**src/rtl/core/ghi_pkg.sv**
```systemverilog
`default_nettype none

package ghi_pkg;

  // Item field widths
  localparam int RAW_W   = 16;
  localparam int TS_W    = 32;
  localparam int DZ_W    = 15;
  localparam int DT_W    = 20;
  localparam int HDG_W   = 9;

  // Datapath widths
  localparam int RATE_W  = RAW_W + 1;            // raw minus bias
  localparam int PROD_W  = RATE_W + DT_W + 1;    // signed rate * unsigned dt
  localparam int RED_W   = PROD_W + 1;           // room for +2 turns
  localparam int ACC_W   = 36;                   // [0, one turn)

  // Configuration port
  localparam int CFG_IDX_W  = 1;
  localparam int CFG_DATA_W = DT_W;
  localparam logic [CFG_IDX_W-1:0] REG_DEADZONE     = 1'b0;
  localparam logic [CFG_IDX_W-1:0] REG_MAX_INTERVAL = 1'b1;

  localparam logic [DZ_W-1:0] DEADZONE_RST     = '0;
  localparam logic [DT_W-1:0] MAX_INTERVAL_RST = DT_W'(100000);

  // Angle units: LSB * us. One degree = 131 LSB/(deg/s) * 1e6 us.
  localparam logic [ACC_W-1:0] DEG_UNIT  = ACC_W'(64'd131000000);
  localparam logic [ACC_W-1:0] FULL_TURN = ACC_W'(64'd47160000000);

  // Readout reciprocal: top 16 bits of the angle times 2^44 / DEG_UNIT
  localparam int DEG_TOP_LSB     = 20;
  localparam int DEG_RECIP_SHIFT = 24;
  localparam int DEG_RECIP_W     = 18;
  localparam logic [DEG_RECIP_W-1:0] DEG_RECIP =
    DEG_RECIP_W'((64'd1 << (DEG_TOP_LSB + DEG_RECIP_SHIFT)) / 64'd131000000);

  localparam int CALIB_SAMPLES_DEF = 250;

  typedef enum logic [1:0] {
    CLS_RESTART,
    CLS_CAL,
    CLS_RATE
  } item_cls_t;

endpackage

`default_nettype wire

```
**src/rtl/core/gyro_heading_integrator_unit.sv**
```systemverilog
`default_nettype none

// Channel  | Direction | Handshake             | Payload
// ---------+-----------+-----------------------+------------------------------------------
// in_      | input     | in_valid / in_ready   | in_operation, in_raw_rate, in_timestamp_us
// out_     | output    | out_valid / out_ready | out_heading_deg, out_calibrating
// cfg_     | input     | cfg_we (no wait)      | cfg_index, cfg_wdata
//
// Throughput: one item per cycle unless out_ready stalls the output. Feedback loops:
// calibration sum (stage 1), angle accumulate (stage 7).
// Sync active-low reset clears valid bits, calibration state, bias, accumulator,
// previous timestamp and config registers; no clearing pass.
// A stage moves when the next one is empty or moving, so bubbles collapse and
// inputs are taken while a result waits at the output.

module gyro_heading_integrator_unit
  import ghi_pkg::*;
#(
  parameter int CALIB_SAMPLES = CALIB_SAMPLES_DEF   // 1 .. 1024
) (
  input  wire                          clk,
  input  wire                          rst_n,

  input  wire                          in_valid,
  output logic                         in_ready,
  input  wire                          in_operation,
  input  wire  signed [RAW_W-1:0]      in_raw_rate,
  input  wire         [TS_W-1:0]       in_timestamp_us,

  output logic                         out_valid,
  input  wire                          out_ready,
  output logic        [HDG_W-1:0]      out_heading_deg,
  output logic                         out_calibrating,

  input  wire                          cfg_we,
  input  wire         [CFG_IDX_W-1:0]  cfg_index,
  input  wire         [CFG_DATA_W-1:0] cfg_wdata
);

  // Calibration sizing. |sum| <= N * 2^15 fits SUM_W signed bits.
  localparam int CLOG_N = $clog2(CALIB_SAMPLES);
  localparam int CNT_W  = $clog2(CALIB_SAMPLES + 1);
  localparam int SUM_W  = RAW_W + CLOG_N;
  localparam logic [CNT_W-1:0] CALIB_TGT = CNT_W'(CALIB_SAMPLES);

  // Exact divide by N: floor(x * ceil(2^K / N) / 2^K) for x < 2^SUM_W
  localparam int BIAS_K = SUM_W + CLOG_N;
  localparam int MUL_W  = SUM_W + 2;
  localparam int BP_W   = SUM_W + MUL_W;
  localparam longint unsigned BIAS_MUL_FULL =
    ((64'd1 << BIAS_K) + 64'(CALIB_SAMPLES) - 64'd1) / 64'(CALIB_SAMPLES);
  localparam logic [MUL_W-1:0] BIAS_MUL = MUL_W'(BIAS_MUL_FULL);

  localparam int NST = 11;   // stage 11 is the output register
  localparam logic signed [RED_W-1:0] FT_RED  = RED_W'(FULL_TURN);
  localparam logic signed [RED_W-1:0] FT2_RED = RED_W'(FULL_TURN) <<< 1;

  // ---------------------------------------------------------------------------
  // Pipeline flow control
  // ---------------------------------------------------------------------------
  logic [NST:1]   v_r;
  logic [NST+1:1] rdy;

  always_comb begin
    rdy[NST+1] = out_ready;
    for (int k = NST; k >= 1; k--) begin
      rdy[k] = !v_r[k] || rdy[k+1];
    end
  end

  always_ff @(posedge clk) begin
    if (!rst_n) begin
      v_r <= '0;
    end else begin
      v_r <= (rdy[NST:1] & {v_r[NST-1:1], in_valid}) | (~rdy[NST:1] & v_r);
    end
  end

  assign in_ready  = rdy[1];
  assign out_valid = v_r[NST];

  // ---------------------------------------------------------------------------
  // Configuration registers
  // ---------------------------------------------------------------------------
  logic [DZ_W-1:0] deadzone_r;
  logic [DT_W-1:0] max_interval_r;

  always_ff @(posedge clk) begin
    if (!rst_n) begin
      deadzone_r     <= DEADZONE_RST;
      max_interval_r <= MAX_INTERVAL_RST;
    end else if (cfg_we) begin
      case (cfg_index)
        REG_DEADZONE:     deadzone_r     <= cfg_wdata[DZ_W-1:0];
        REG_MAX_INTERVAL: max_interval_r <= cfg_wdata[DT_W-1:0];
        default: ;
      endcase
    end
  end

  // ---------------------------------------------------------------------------
  // Stage 1: input register. Every item updates the previous timestamp, so
  // the previous one rides along with the item.
  // ---------------------------------------------------------------------------
  logic                    s1_restart_r;
  logic signed [RAW_W-1:0] s1_raw_r;
  logic [TS_W-1:0]         s1_ts_r;
  logic [TS_W-1:0]         s1_pts_r;
  logic [TS_W-1:0]         prev_ts_r;

  always_ff @(posedge clk) begin
    if (!rst_n) begin
      prev_ts_r <= '0;
    end else if (in_valid && in_ready) begin
      prev_ts_r <= in_timestamp_us;
    end
  end

  always_ff @(posedge clk) begin
    if (rdy[1]) begin
      s1_restart_r <= in_operation;
      s1_raw_r     <= in_raw_rate;
      s1_ts_r      <= in_timestamp_us;
      s1_pts_r     <= prev_ts_r;
    end
  end

  // Classification, calibration accumulate, elapsed time
  logic signed [SUM_W-1:0] cal_sum_r, cal_sum_add, cal_sum_nxt;
  logic [CNT_W-1:0]        cal_cnt_r, cal_cnt_inc, cal_cnt_nxt;
  logic                    s1_is_cal, s1_done, s1_calib, s1_neg;
  logic [SUM_W-1:0]        s1_mag;
  item_cls_t               s1_cls;
  logic [TS_W-1:0]         s1_dt_full;
  logic [DT_W-1:0]         s1_dt;

  always_comb begin
    s1_is_cal   = !s1_restart_r && (cal_cnt_r < CALIB_TGT);
    cal_cnt_inc = cal_cnt_r + 1'b1;
    cal_sum_add = cal_sum_r + SUM_W'(s1_raw_r);
    s1_done     = s1_is_cal && (cal_cnt_inc == CALIB_TGT);

    if (s1_restart_r) begin
      s1_cls      = CLS_RESTART;
      cal_cnt_nxt = '0;
      cal_sum_nxt = '0;
      s1_calib    = 1'b1;
    end else if (s1_is_cal) begin
      s1_cls      = CLS_CAL;
      cal_cnt_nxt = cal_cnt_inc;
      cal_sum_nxt = cal_sum_add;
      s1_calib    = !s1_done;
    end else begin
      s1_cls      = CLS_RATE;
      cal_cnt_nxt = cal_cnt_r;
      cal_sum_nxt = cal_sum_r;
      s1_calib    = 1'b0;
    end

    s1_neg = cal_sum_add[SUM_W-1];
    s1_mag = s1_neg ? SUM_W'(-cal_sum_add) : SUM_W'(cal_sum_add);

    // modulo-2^32 difference, saturated
    s1_dt_full = s1_ts_r - s1_pts_r;
    s1_dt      = (s1_dt_full > TS_W'(max_interval_r)) ? max_interval_r
                                                       : s1_dt_full[DT_W-1:0];
  end

  always_ff @(posedge clk) begin
    if (!rst_n) begin
      cal_cnt_r <= '0;
      cal_sum_r <= '0;
    end else if (v_r[1] && rdy[2]) begin
      cal_cnt_r <= cal_cnt_nxt;
      cal_sum_r <= cal_sum_nxt;
    end
  end

  // ---------------------------------------------------------------------------
  // Stage 2: bias reciprocal multiply
  // ---------------------------------------------------------------------------
  item_cls_t               s2_cls_r;
  logic signed [RAW_W-1:0] s2_raw_r;
  logic [DT_W-1:0]         s2_dt_r;
  logic                    s2_calib_r, s2_done_r, s2_neg_r;
  logic [SUM_W-1:0]        s2_mag_r;
  logic [BP_W-1:0]         s2_bprod;

  always_ff @(posedge clk) begin
    if (rdy[2]) begin
      s2_cls_r   <= s1_cls;
      s2_raw_r   <= s1_raw_r;
      s2_dt_r    <= s1_dt;
      s2_calib_r <= s1_calib;
      s2_done_r  <= s1_done;
      s2_neg_r   <= s1_neg;
      s2_mag_r   <= s1_mag;
    end
  end

  assign s2_bprod = BP_W'(s2_mag_r) * BP_W'(BIAS_MUL);

  // ---------------------------------------------------------------------------
  // Stage 3: bias quotient, sign restored (truncation toward zero)
  // ---------------------------------------------------------------------------
  item_cls_t               s3_cls_r;
  logic signed [RAW_W-1:0] s3_raw_r;
  logic [DT_W-1:0]         s3_dt_r;
  logic                    s3_calib_r, s3_done_r, s3_neg_r;
  logic [BP_W-1:0]         s3_bprod_r;
  logic [RAW_W-1:0]        s3_bias_q;
  logic signed [RAW_W-1:0] bias_nxt, bias_r;

  always_ff @(posedge clk) begin
    if (rdy[3]) begin
      s3_cls_r   <= s2_cls_r;
      s3_raw_r   <= s2_raw_r;
      s3_dt_r    <= s2_dt_r;
      s3_calib_r <= s2_calib_r;
      s3_done_r  <= s2_done_r;
      s3_neg_r   <= s2_neg_r;
      s3_bprod_r <= s2_bprod;
    end
  end

  assign s3_bias_q = s3_bprod_r[BIAS_K +: RAW_W];
  assign bias_nxt  = s3_neg_r ? RAW_W'(-s3_bias_q) : s3_bias_q;

  // Written as the finishing calibration item moves on; later items read
  // the bias in stage 4, so they always see it.
  always_ff @(posedge clk) begin
    if (!rst_n) begin
      bias_r <= '0;
    end else if (v_r[3] && rdy[4] && s3_done_r) begin
      bias_r <= bias_nxt;
    end
  end

  // ---------------------------------------------------------------------------
  // Stage 4: bias subtract and deadzone
  // ---------------------------------------------------------------------------
  item_cls_t               s4_cls_r;
  logic signed [RAW_W-1:0] s4_raw_r;
  logic [DT_W-1:0]         s4_dt_r;
  logic                    s4_calib_r;
  logic signed [RATE_W-1:0] s4_rate, s4_rate_dz;
  logic [RATE_W-1:0]       s4_mag;

  always_ff @(posedge clk) begin
    if (rdy[4]) begin
      s4_cls_r   <= s3_cls_r;
      s4_raw_r   <= s3_raw_r;
      s4_dt_r    <= s3_dt_r;
      s4_calib_r <= s3_calib_r;
    end
  end

  always_comb begin
    s4_rate    = RATE_W'(s4_raw_r) - RATE_W'(bias_r);
    s4_mag     = s4_rate[RATE_W-1] ? RATE_W'(-s4_rate) : RATE_W'(s4_rate);
    s4_rate_dz = (s4_mag < RATE_W'(deadzone_r)) ? '0 : s4_rate;
  end

  // ---------------------------------------------------------------------------
  // Stage 5: rate * elapsed time
  // ---------------------------------------------------------------------------
  item_cls_t                s5_cls_r;
  logic signed [RATE_W-1:0] s5_rate_r;
  logic [DT_W-1:0]          s5_dt_r;
  logic                     s5_calib_r;
  logic signed [DT_W:0]     s5_dt_s;
  logic signed [PROD_W-1:0] s5_prod;

  always_ff @(posedge clk) begin
    if (rdy[5]) begin
      s5_cls_r   <= s4_cls_r;
      s5_rate_r  <= s4_rate_dz;
      s5_dt_r    <= s4_dt_r;
      s5_calib_r <= s4_calib_r;
    end
  end

  assign s5_dt_s = {1'b0, s5_dt_r};
  assign s5_prod = s5_rate_r * s5_dt_s;

  // ---------------------------------------------------------------------------
  // Stage 6: reduce the step into [0, one turn). |step| < 2 turns, so one of
  // four candidates is in range.
  // ---------------------------------------------------------------------------
  item_cls_t                s6_cls_r;
  logic signed [PROD_W-1:0] s6_prod_r;
  logic                     s6_calib_r;
  logic signed [RED_W-1:0]  s6_c0, s6_cm1, s6_cp1, s6_cp2, s6_sel;
  logic [ACC_W-1:0]         s6_step;

  always_ff @(posedge clk) begin
    if (rdy[6]) begin
      s6_cls_r   <= s5_cls_r;
      s6_prod_r  <= s5_prod;
      s6_calib_r <= s5_calib_r;
    end
  end

  always_comb begin
    s6_c0  = RED_W'(s6_prod_r);
    s6_cm1 = s6_c0 - FT_RED;
    s6_cp1 = s6_c0 + FT_RED;
    s6_cp2 = s6_c0 + FT2_RED;
    if (!s6_cm1[RED_W-1]) begin
      s6_sel = s6_cm1;
    end else if (!s6_c0[RED_W-1]) begin
      s6_sel = s6_c0;
    end else if (!s6_cp1[RED_W-1]) begin
      s6_sel = s6_cp1;
    end else begin
      s6_sel = s6_cp2;
    end
    s6_step = s6_sel[ACC_W-1:0];
  end

  // ---------------------------------------------------------------------------
  // Stage 7: accumulator, wraps at one turn
  // ---------------------------------------------------------------------------
  item_cls_t        s7_cls_r;
  logic [ACC_W-1:0] s7_step_r;
  logic             s7_calib_r;
  logic [ACC_W:0]   s7_sum;
  logic [ACC_W-1:0] acc_r, acc_nxt;

  always_ff @(posedge clk) begin
    if (rdy[7]) begin
      s7_cls_r   <= s6_cls_r;
      s7_step_r  <= s6_step;
      s7_calib_r <= s6_calib_r;
    end
  end

  always_comb begin
    s7_sum = {1'b0, acc_r} + {1'b0, s7_step_r};
    case (s7_cls_r)
      CLS_RESTART: acc_nxt = '0;
      CLS_CAL:     acc_nxt = acc_r;
      CLS_RATE:    acc_nxt = (s7_sum >= {1'b0, FULL_TURN})
                             ? ACC_W'(s7_sum - {1'b0, FULL_TURN})
                             : s7_sum[ACC_W-1:0];
      default:     acc_nxt = acc_r;
    endcase
  end

  always_ff @(posedge clk) begin
    if (!rst_n) begin
      acc_r <= '0;
    end else if (v_r[7] && rdy[8]) begin
      acc_r <= acc_nxt;
    end
  end

  // ---------------------------------------------------------------------------
  // Stages 8-10: degrees = floor(acc / DEG_UNIT). Estimate from top bits is
  // exact or one low; one compare fixes it.
  // ---------------------------------------------------------------------------
  logic [ACC_W-1:0]                     s8_acc_r;
  logic                                 s8_calib_r;
  logic [ACC_W-DEG_TOP_LSB+DEG_RECIP_W-1:0] s8_qprod;
  logic [HDG_W-1:0]                     s8_q0;

  always_ff @(posedge clk) begin
    if (rdy[8]) begin
      s8_acc_r   <= acc_nxt;
      s8_calib_r <= s7_calib_r;
    end
  end

  assign s8_qprod = s8_acc_r[ACC_W-1:DEG_TOP_LSB] * DEG_RECIP;
  assign s8_q0    = s8_qprod[DEG_RECIP_SHIFT +: HDG_W];

  logic [ACC_W-1:0] s9_acc_r, s9_qd;
  logic [HDG_W-1:0] s9_q0_r;
  logic             s9_calib_r;

  always_ff @(posedge clk) begin
    if (rdy[9]) begin
      s9_acc_r   <= s8_acc_r;
      s9_q0_r    <= s8_q0;
      s9_calib_r <= s8_calib_r;
    end
  end

  assign s9_qd = ACC_W'(s9_q0_r) * DEG_UNIT;

  logic [ACC_W-1:0] s10_acc_r, s10_qd_r, s10_rem;
  logic [HDG_W-1:0] s10_q0_r, s10_hdg;
  logic             s10_calib_r;

  always_ff @(posedge clk) begin
    if (rdy[10]) begin
      s10_acc_r   <= s9_acc_r;
      s10_q0_r    <= s9_q0_r;
      s10_qd_r    <= s9_qd;
      s10_calib_r <= s9_calib_r;
    end
  end

  assign s10_rem = s10_acc_r - s10_qd_r;
  assign s10_hdg = (s10_rem >= DEG_UNIT) ? s10_q0_r + 1'b1 : s10_q0_r;

  // ---------------------------------------------------------------------------
  // Stage 11: output register
  // ---------------------------------------------------------------------------
  logic [HDG_W-1:0] out_hdg_r;
  logic             out_calib_r;

  always_ff @(posedge clk) begin
    if (rdy[11]) begin
      out_hdg_r   <= s10_hdg;
      out_calib_r <= s10_calib_r;
    end
  end

  assign out_heading_deg = out_hdg_r;
  assign out_calibrating = out_calib_r;

  // ---------------------------------------------------------------------------
  // Assertions
  // ---------------------------------------------------------------------------
  a_acc_in_turn: assert property (@(posedge clk) disable iff (!rst_n)
    acc_r < FULL_TURN)
    else $error("angle accumulator left [0, one turn)");

  a_hdg_range: assert property (@(posedge clk) disable iff (!rst_n)
    out_valid |-> out_heading_deg < HDG_W'(360))
    else $error("heading readout out of range");

  a_cnt_bound: assert property (@(posedge clk) disable iff (!rst_n)
    cal_cnt_r <= CALIB_TGT)
    else $error("calibration count passed its target");

  a_restart_clears: assert property (@(posedge clk) disable iff (!rst_n)
    (v_r[1] && rdy[2] && s1_restart_r) |=> (cal_cnt_r == '0 && cal_sum_r == '0))
    else $error("restart did not clear calibration state");

  a_stall_full: assert property (@(posedge clk) disable iff (!rst_n)
    !in_ready |-> (&v_r && !out_ready))
    else $error("input stalled with a bubble in the pipeline");

endmodule

`default_nettype wire

```
**config.mk**
```make
export PLATFORM = sky130hd
export DESIGN_NAME = gyro_heading_integrator_unit
export DESIGN_NICKNAME = d
export VERILOG_FILES = /design/src/rtl/core/ghi_pkg.sv /design/src/rtl/core/gyro_heading_integrator_unit.sv
export SDC_FILE = /design/constraint.sdc
export NUM_CORES = 2
export LEC_CHECK = 0
export BUFFER_PORTS_ARGS = -buffer_cell sky130_fd_sc_hd__buf_2
export CELL_PAD_IN_SITES_DETAIL_PLACEMENT = 0
export CELL_PAD_IN_SITES_GLOBAL_PLACEMENT = 1
export CORE_UTILIZATION = 47
export CTS_CLUSTER_DIAMETER = 60
export DETAILED_ROUTE_END_ITERATION = 16
export PLACE_DENSITY = 0.77
export SETUP_SLACK_MARGIN = 0.4
export SYNTH_ARGS = -nofsm -noshare
export SYNTH_HDL_FRONTEND = slang
export SYNTH_SLANG_ARGS = --single-unit
```
**constraint.sdc**
```tcl
create_clock -name clk -period 6.35 [get_ports clk]
set_input_delay 0.9525 -clock clk [delete_from_list [all_inputs] [get_ports clk]]
set_output_delay 0.9525 -clock clk [all_outputs]
set_load 0.05 [all_outputs]
```
; Yosys cells after proc, flatten, opt, wreduce, memory -nomap -nowiden
; Index checks and enable logic that the tools add are counted.
[word_totals]
regBits = 724
out_inout_bits = 12
[classes]
n_addsub = 14
n_mul = 4
magnitude_cmp = 5
n_reduce_logical = 36
eq_ne = 2
n_mux = 16
n_bitwise = 5
[op_table]
columns = op, count
row1 = $mux 36, 4
row2 = $pmux 36 s2, 1
row3 = $mux 24, 2
row4 = $mul 24x24->47 const B, 1
row5 = $add 38x37->39 const B, 1
row6 = $sub 38x37->39 const B, 1
row7 = $mul 17x21->38, 1
row8 = $add 36x36->37, 1
row9 = $ge 37x36->1 const B, 1
row10 = $add 36x36->36 const B, 1
row11 = $ge 36x27->1 const B, 1
row12 = $sub 36x36->36, 1
row13 = $sub 36x36->36 const B, 1
row14 = $mul 16x18->33 const B, 1
row15 = $gt 32x20->1, 1
row16 = $sub 32x32->32, 1
row17 = $mul 9x21->30 const B, 1
row18 = $add 24x16->24, 1
row19 = $neg 24->24, 1
row20 = $mux 23, 1
row21 = $and 11x11->11, 2
row22 = $mux 20, 1
row23 = $lt 17x15->1, 1
row24 = $mux 17, 1
row25 = other kinds (22), 53

; Depth between registers and ports, before layout
[logic_depth]
depth_word = 15
depth_mapped = 30
mapped_depth_nobuf = 28

; Worst setup path after synthesis
; Ideal clock, no wire load.
[synth_path]
path_type = reg-to-reg
from = register s2_mag_r[17]
to = register s3_bprod_r[47], data pin
arrival_ns = 6.332
period_less_slack_ns = 6.598
stages_incl_launch_ff = 25
slack_ns = -0.248
path_cell_list = edfxtp_1 -> fa_1 -> fa_1 -> ha_1 -> inv_1 -> fa_1 -> inv_1 -> fa_1 -> inv_1 -> fa_1 -> inv_1 -> fa_1 -> ha_1 -> a21o_1 -> a21o_1 -> a21o_1 -> a22oi_1 -> o21ai_0 -> o2111ai_1 -> a31oi_1 -> a41o_1 -> nor4_1 -> o31ai_1 -> a21oi_1 -> xnor2_1
[synth_via]
elab_chain_cells = 1
[synth_lines]
columns = item, line_no
row1 = from (decl), gyro_heading_integrator_unit.sv:186  ; logic [SUM_W-1:0] s2_mag_r;
row2 = from (signal assigned), gyro_heading_integrator_unit.sv:197  ; s2_mag_r <= s1_mag;
row3 = $mul 24x24->47, gyro_heading_integrator_unit.sv:201  ; assign s2_bprod = BP_W'(s2_mag_r) * BP_W'(BIAS_MUL);
row4 = named net s2_bprod[47], gyro_heading_integrator_unit.sv:187  ; logic [BP_W-1:0] s2_bprod;
row5 = to (signal assigned), gyro_heading_integrator_unit.sv:222  ; s3_bprod_r <= s2_bprod;
row6 = to (decl), gyro_heading_integrator_unit.sv:210  ; logic [BP_W-1:0] s3_bprod_r;
; The timed path passes the listed nets, and every way through them passes these cells.
; A chain may end at the register's enable or synchronous reset.

; Worst setup path after layout
[layout_path]
from = register s2_mag_r[19]
to = register s3_bprod_r[47], data pin
; Same word-level chain as after synthesis.

==> results.json <==
{
  "status": "complete, but fails checks",
  "violations": "setup timing",
  "via_per_inst": 5.27,
  "critical_path_class": "reg -> reg",
  "end_kind": "flip-flop",
  "vias": 41700,
  "fin_crit_ns": 6.44,
  "rows": 130,
  "numPortBuffers": 86,
  "maxSlewViolCount": 0,
  "syn-cell-area_sq_um": 59700,
  "cts-root-buf": "clkbuf_16",
  "gr-usage-met3": 0.0262,
  "ios": 87,
  "maxCapViolCount": 0,
  "path_common_cell": "fa_1",
  "cpPeakStageDelay_ns": 0.56,
  "groute.usage.overall": 0.211,
  "routed_wl_um": 133000,
  "cp.required_ns": 6.80,
  "crit_path_start_kind": "flip-flop",
  "ctsHoldBuffers": 0,
  "whs_path_depth": 0,
  "post_route_cells_drive_above_1_share": 0.137,
  "grt_pass1_vias": 42200,
  "min-delay-path-class": "reg -> reg",
  "rsz0062_at_grt": "true",
  "syn_area_per_cell_sq_um": 10.2,
  "crit_arrival_ns": 6.88,
  "use_met1": 0.287,
  "mostFrequentLayoutCells": "inv_1, ha_1, fa_1",
  "clk_pin_slew_ns": 0.06,
  "clkSinkCount": 674,
  "grt-busiest-layer": "met2",
  "drcViolationCount": 0,
  "wire_per_inst_um": 16.8,
  "synth_nets": 7253,
  "ys.flop_type": "edfxtp_1",
  "die-area_sq_um": 128000,
  "finalSetupViolCount": 4,
  "slew_headroom": 0.268,
  "areaGrowthSynthToFinish_pct": 15.2,
  "antenna_found_initial": 2,
  "reg2reg_depth": 24,
  "antenna_cells": 0,
  "pre_cts_ws_ns": -0.399,
  "cts_tree": "yes",
  "ys_types": 94,
  "core_sq_um": 126000,
  "crit_fanout": 3,
  "layout_commonest_cell": "inv_1",
  "start_util": 0.474,
  "insertion_delay_ns": 0.69,
  "tightestPinTransition_ns": 1.09,
  "async_reset_ff_frac": 0,
  "final_nets": 7595,
  "slowest_stage": "fa_1",
  "hpwl_um": 106000,
  "die_w_um": 358,
  "grt_max_degree": 83,
  "drt_iter0_markers": 2081,
  "fin_ws_ns": -0.0862,
  "grtUsageMet2": 0.356,
  "fin_crit_sh": 1.01,
  "clk_path_buf_depth": 3,
  "ys_ff_latch": 674,
  "grt_overflow": 0,
  "synth_seq_area_share": 0.312,
  "die_h_um": 358,
  "hold_viol_final": 0,
  "dr.pass1.iters": 5,
  "timing.fmax_ghz": 0.155,
  "cp_cell_sequence": "buf_4 > fa_1 > fa_1 > ha_4 > fa_1 > inv_1 > fa_1 > inv_1 > fa_1 > fa_1 > ha_4 > nand2_1 > nor2_2 > and3_4 > nand4_1 > nor3b_2 > o2111ai_2 > buf_6 > a31oi_4 > a41o_1 > nor4_4 > o31ai_2 > a21oi_1 > xnor2_1",
  "synth-edff-count": 512,
  "htreeDepth": 3,
  "place.gp.congestion": 0.896,
  "grt_pass1_wl_um": 218000,
  "cts_buffers": 82,
  "drtAntennaViolNets": 0,
  "final.setup_skew_ns": 0.0520,
  "yosysWarnings": 0,
  "syn_inst": 5851
}
critical path, delay by kind of cell (launching register included):
family                     cells  cell delay [ns]
buffers and inverters          4             0.45
adders and majority gates      8             3.54
xor gates and xnor gates       1             0.13
AOI/OAI and AO/OA              5             0.93
and+or+nand+nor                6             0.79
DFF                            1             0.40
flip-flops by register name, indices dropped and copies added, names as in the netlist, 17 cells and up, named ones only:
register,cells
acc_r,36
cal_sum_r,24
max_interval_r,20
prev_ts_r,32
s10_acc_r,30
s10_qd_r,29
s1_pts_r,32
s1_ts_r,32
s2_dt_r,20
s2_mag_r,24
s3_dt_r,20
s4_dt_r,20
s5_dt_r,20
s5_rate_r,17
s6_prod_r,38
s7_step_r,36
s8_acc_r,30
s9_acc_r,30
cell type report:
cell class                      count  area [sq um]
Timing Repair Buffer              411          3340
Clock buffer                      101          2190
Multi-Input combinational cell   4062         38200
Fill cell                       11200         57100
Inverter                          962          3610
Tap cell                         1650          2060
Clock inverter                     53           786
Sequential cell                   674         18600
repair_timing:
action                                  4_1_cts  5_1_grt
endpoints found under the setup margin       42       76
gates cloned                                  1        0
resized for setup                           112      176
setup buffers                                25       53
pin swaps                                    52      168
worst paths after layout:
| check | from | endpoint | slack [ns] |
|---|---|---|---|
| max | s2_mag_r[19] | s3_bprod_r[47] | -0.09 |
| min | s3_raw_r[1] | s4_raw_r[1] | 0.41 |
| max reg2reg | s2_mag_r[19] | s3_bprod_r[47] | -0.09 |
| min reg2reg | s3_raw_r[1] | s4_raw_r[1] | 0.41 |
metal layers:
metal	part of all wire	wire length (um)
met1	0.46	61400
met2	0.48	63800
met3	0.035	4690
met4	0.023	3110
met5	0.00011	14
cells in the mapped netlist, types with 11 or more instances:
cell / number / share of area
inv_1: 961 / 0.060
ha_1: 761 / 0.16
fa_1: 566 / 0.19
nand2_1: 557 / 0.035
edfxtp_1: 512 / 0.26
a21oi_1: 316 / 0.026
nor2_1: 276 / 0.017
xnor2_1: 195 / 0.029
o21ai_0: 177 / 0.015
and2_1: 170 / 0.018
dfxtp_1: 162 / 0.054
clkbuf_1: 142 / 0.0089
a21o_1: 98 / 0.012
nand3_1: 80 / 0.0067
xor2_1: 76 / 0.011
nor3_1: 62 / 0.0052
o21a_1: 51 / 0.0064
and3_1: 45 / 0.0047
nor2b_1: 45 / 0.0047
a211oi_1: 44 / 0.0055
nand2b_1: 40 / 0.0042
a31oi_1: 33 / 0.0035
o211ai_1: 31 / 0.0039
a22oi_1: 29 / 0.0036
nand4_1: 29 / 0.0030
o31ai_1: 28 / 0.0035
or3_1: 25 / 0.0026
mux2_2: 24 / 0.0045
o21ai_1: 23 / 0.0019
o21bai_1: 23 / 0.0029
a211o_1: 18 / 0.0026
nor4_1: 17 / 0.0018
a22o_1: 16 / 0.0023
or2_2: 16 / 0.0017
mux2i_1: 13 / 0.0022
nand3b_1: 12 / 0.0015
or4_1: 12 / 0.0015
o22ai_1: 11 / 0.0012
per-stage QoR:
| step | area [sq um] | utilization | TNS, ns | std cells | hold WS (ns) |
|---|---|---|---|---|---|
| after floorplan | 60100 | - | -0.0669 | 5851 | 0.400 |
| after global placement | 64000 | 0.508 | -1.03 | 7680 | 0.400 |
| after detailed placement | 64000 | 0.508 | -1.94 | 7680 | 0.405 |
| after CTS | 67600 | 0.537 | -0.324 | 7860 | 0.373 |
| after global routing | 68800 | 0.546 | -2.45 | 7913 | 0.391 |
| final | 68800 | 0.546 | -0.156 | 7913 | 0.414 |
cells by family (layout without fill, tap and decap cells):
logic type / count (synthesis) / count (layout) / share of synthesized area
simple gates: 1416 / 1416 / 0.113
fa+ha+maj: 1327 / 1327 / 0.349
buf+inv: 1115 / 1527 / 0.0703
compound gates: 1011 / 1011 / 0.109
flops: 674 / 674 / 0.312
xor+xnor: 271 / 271 / 0.0398
mux: 37 / 37 / 0.00671
Power is left out: the tool's default activity adds up to more than one toggle a clock period on the data nets, which glitch-free logic cannot reach.
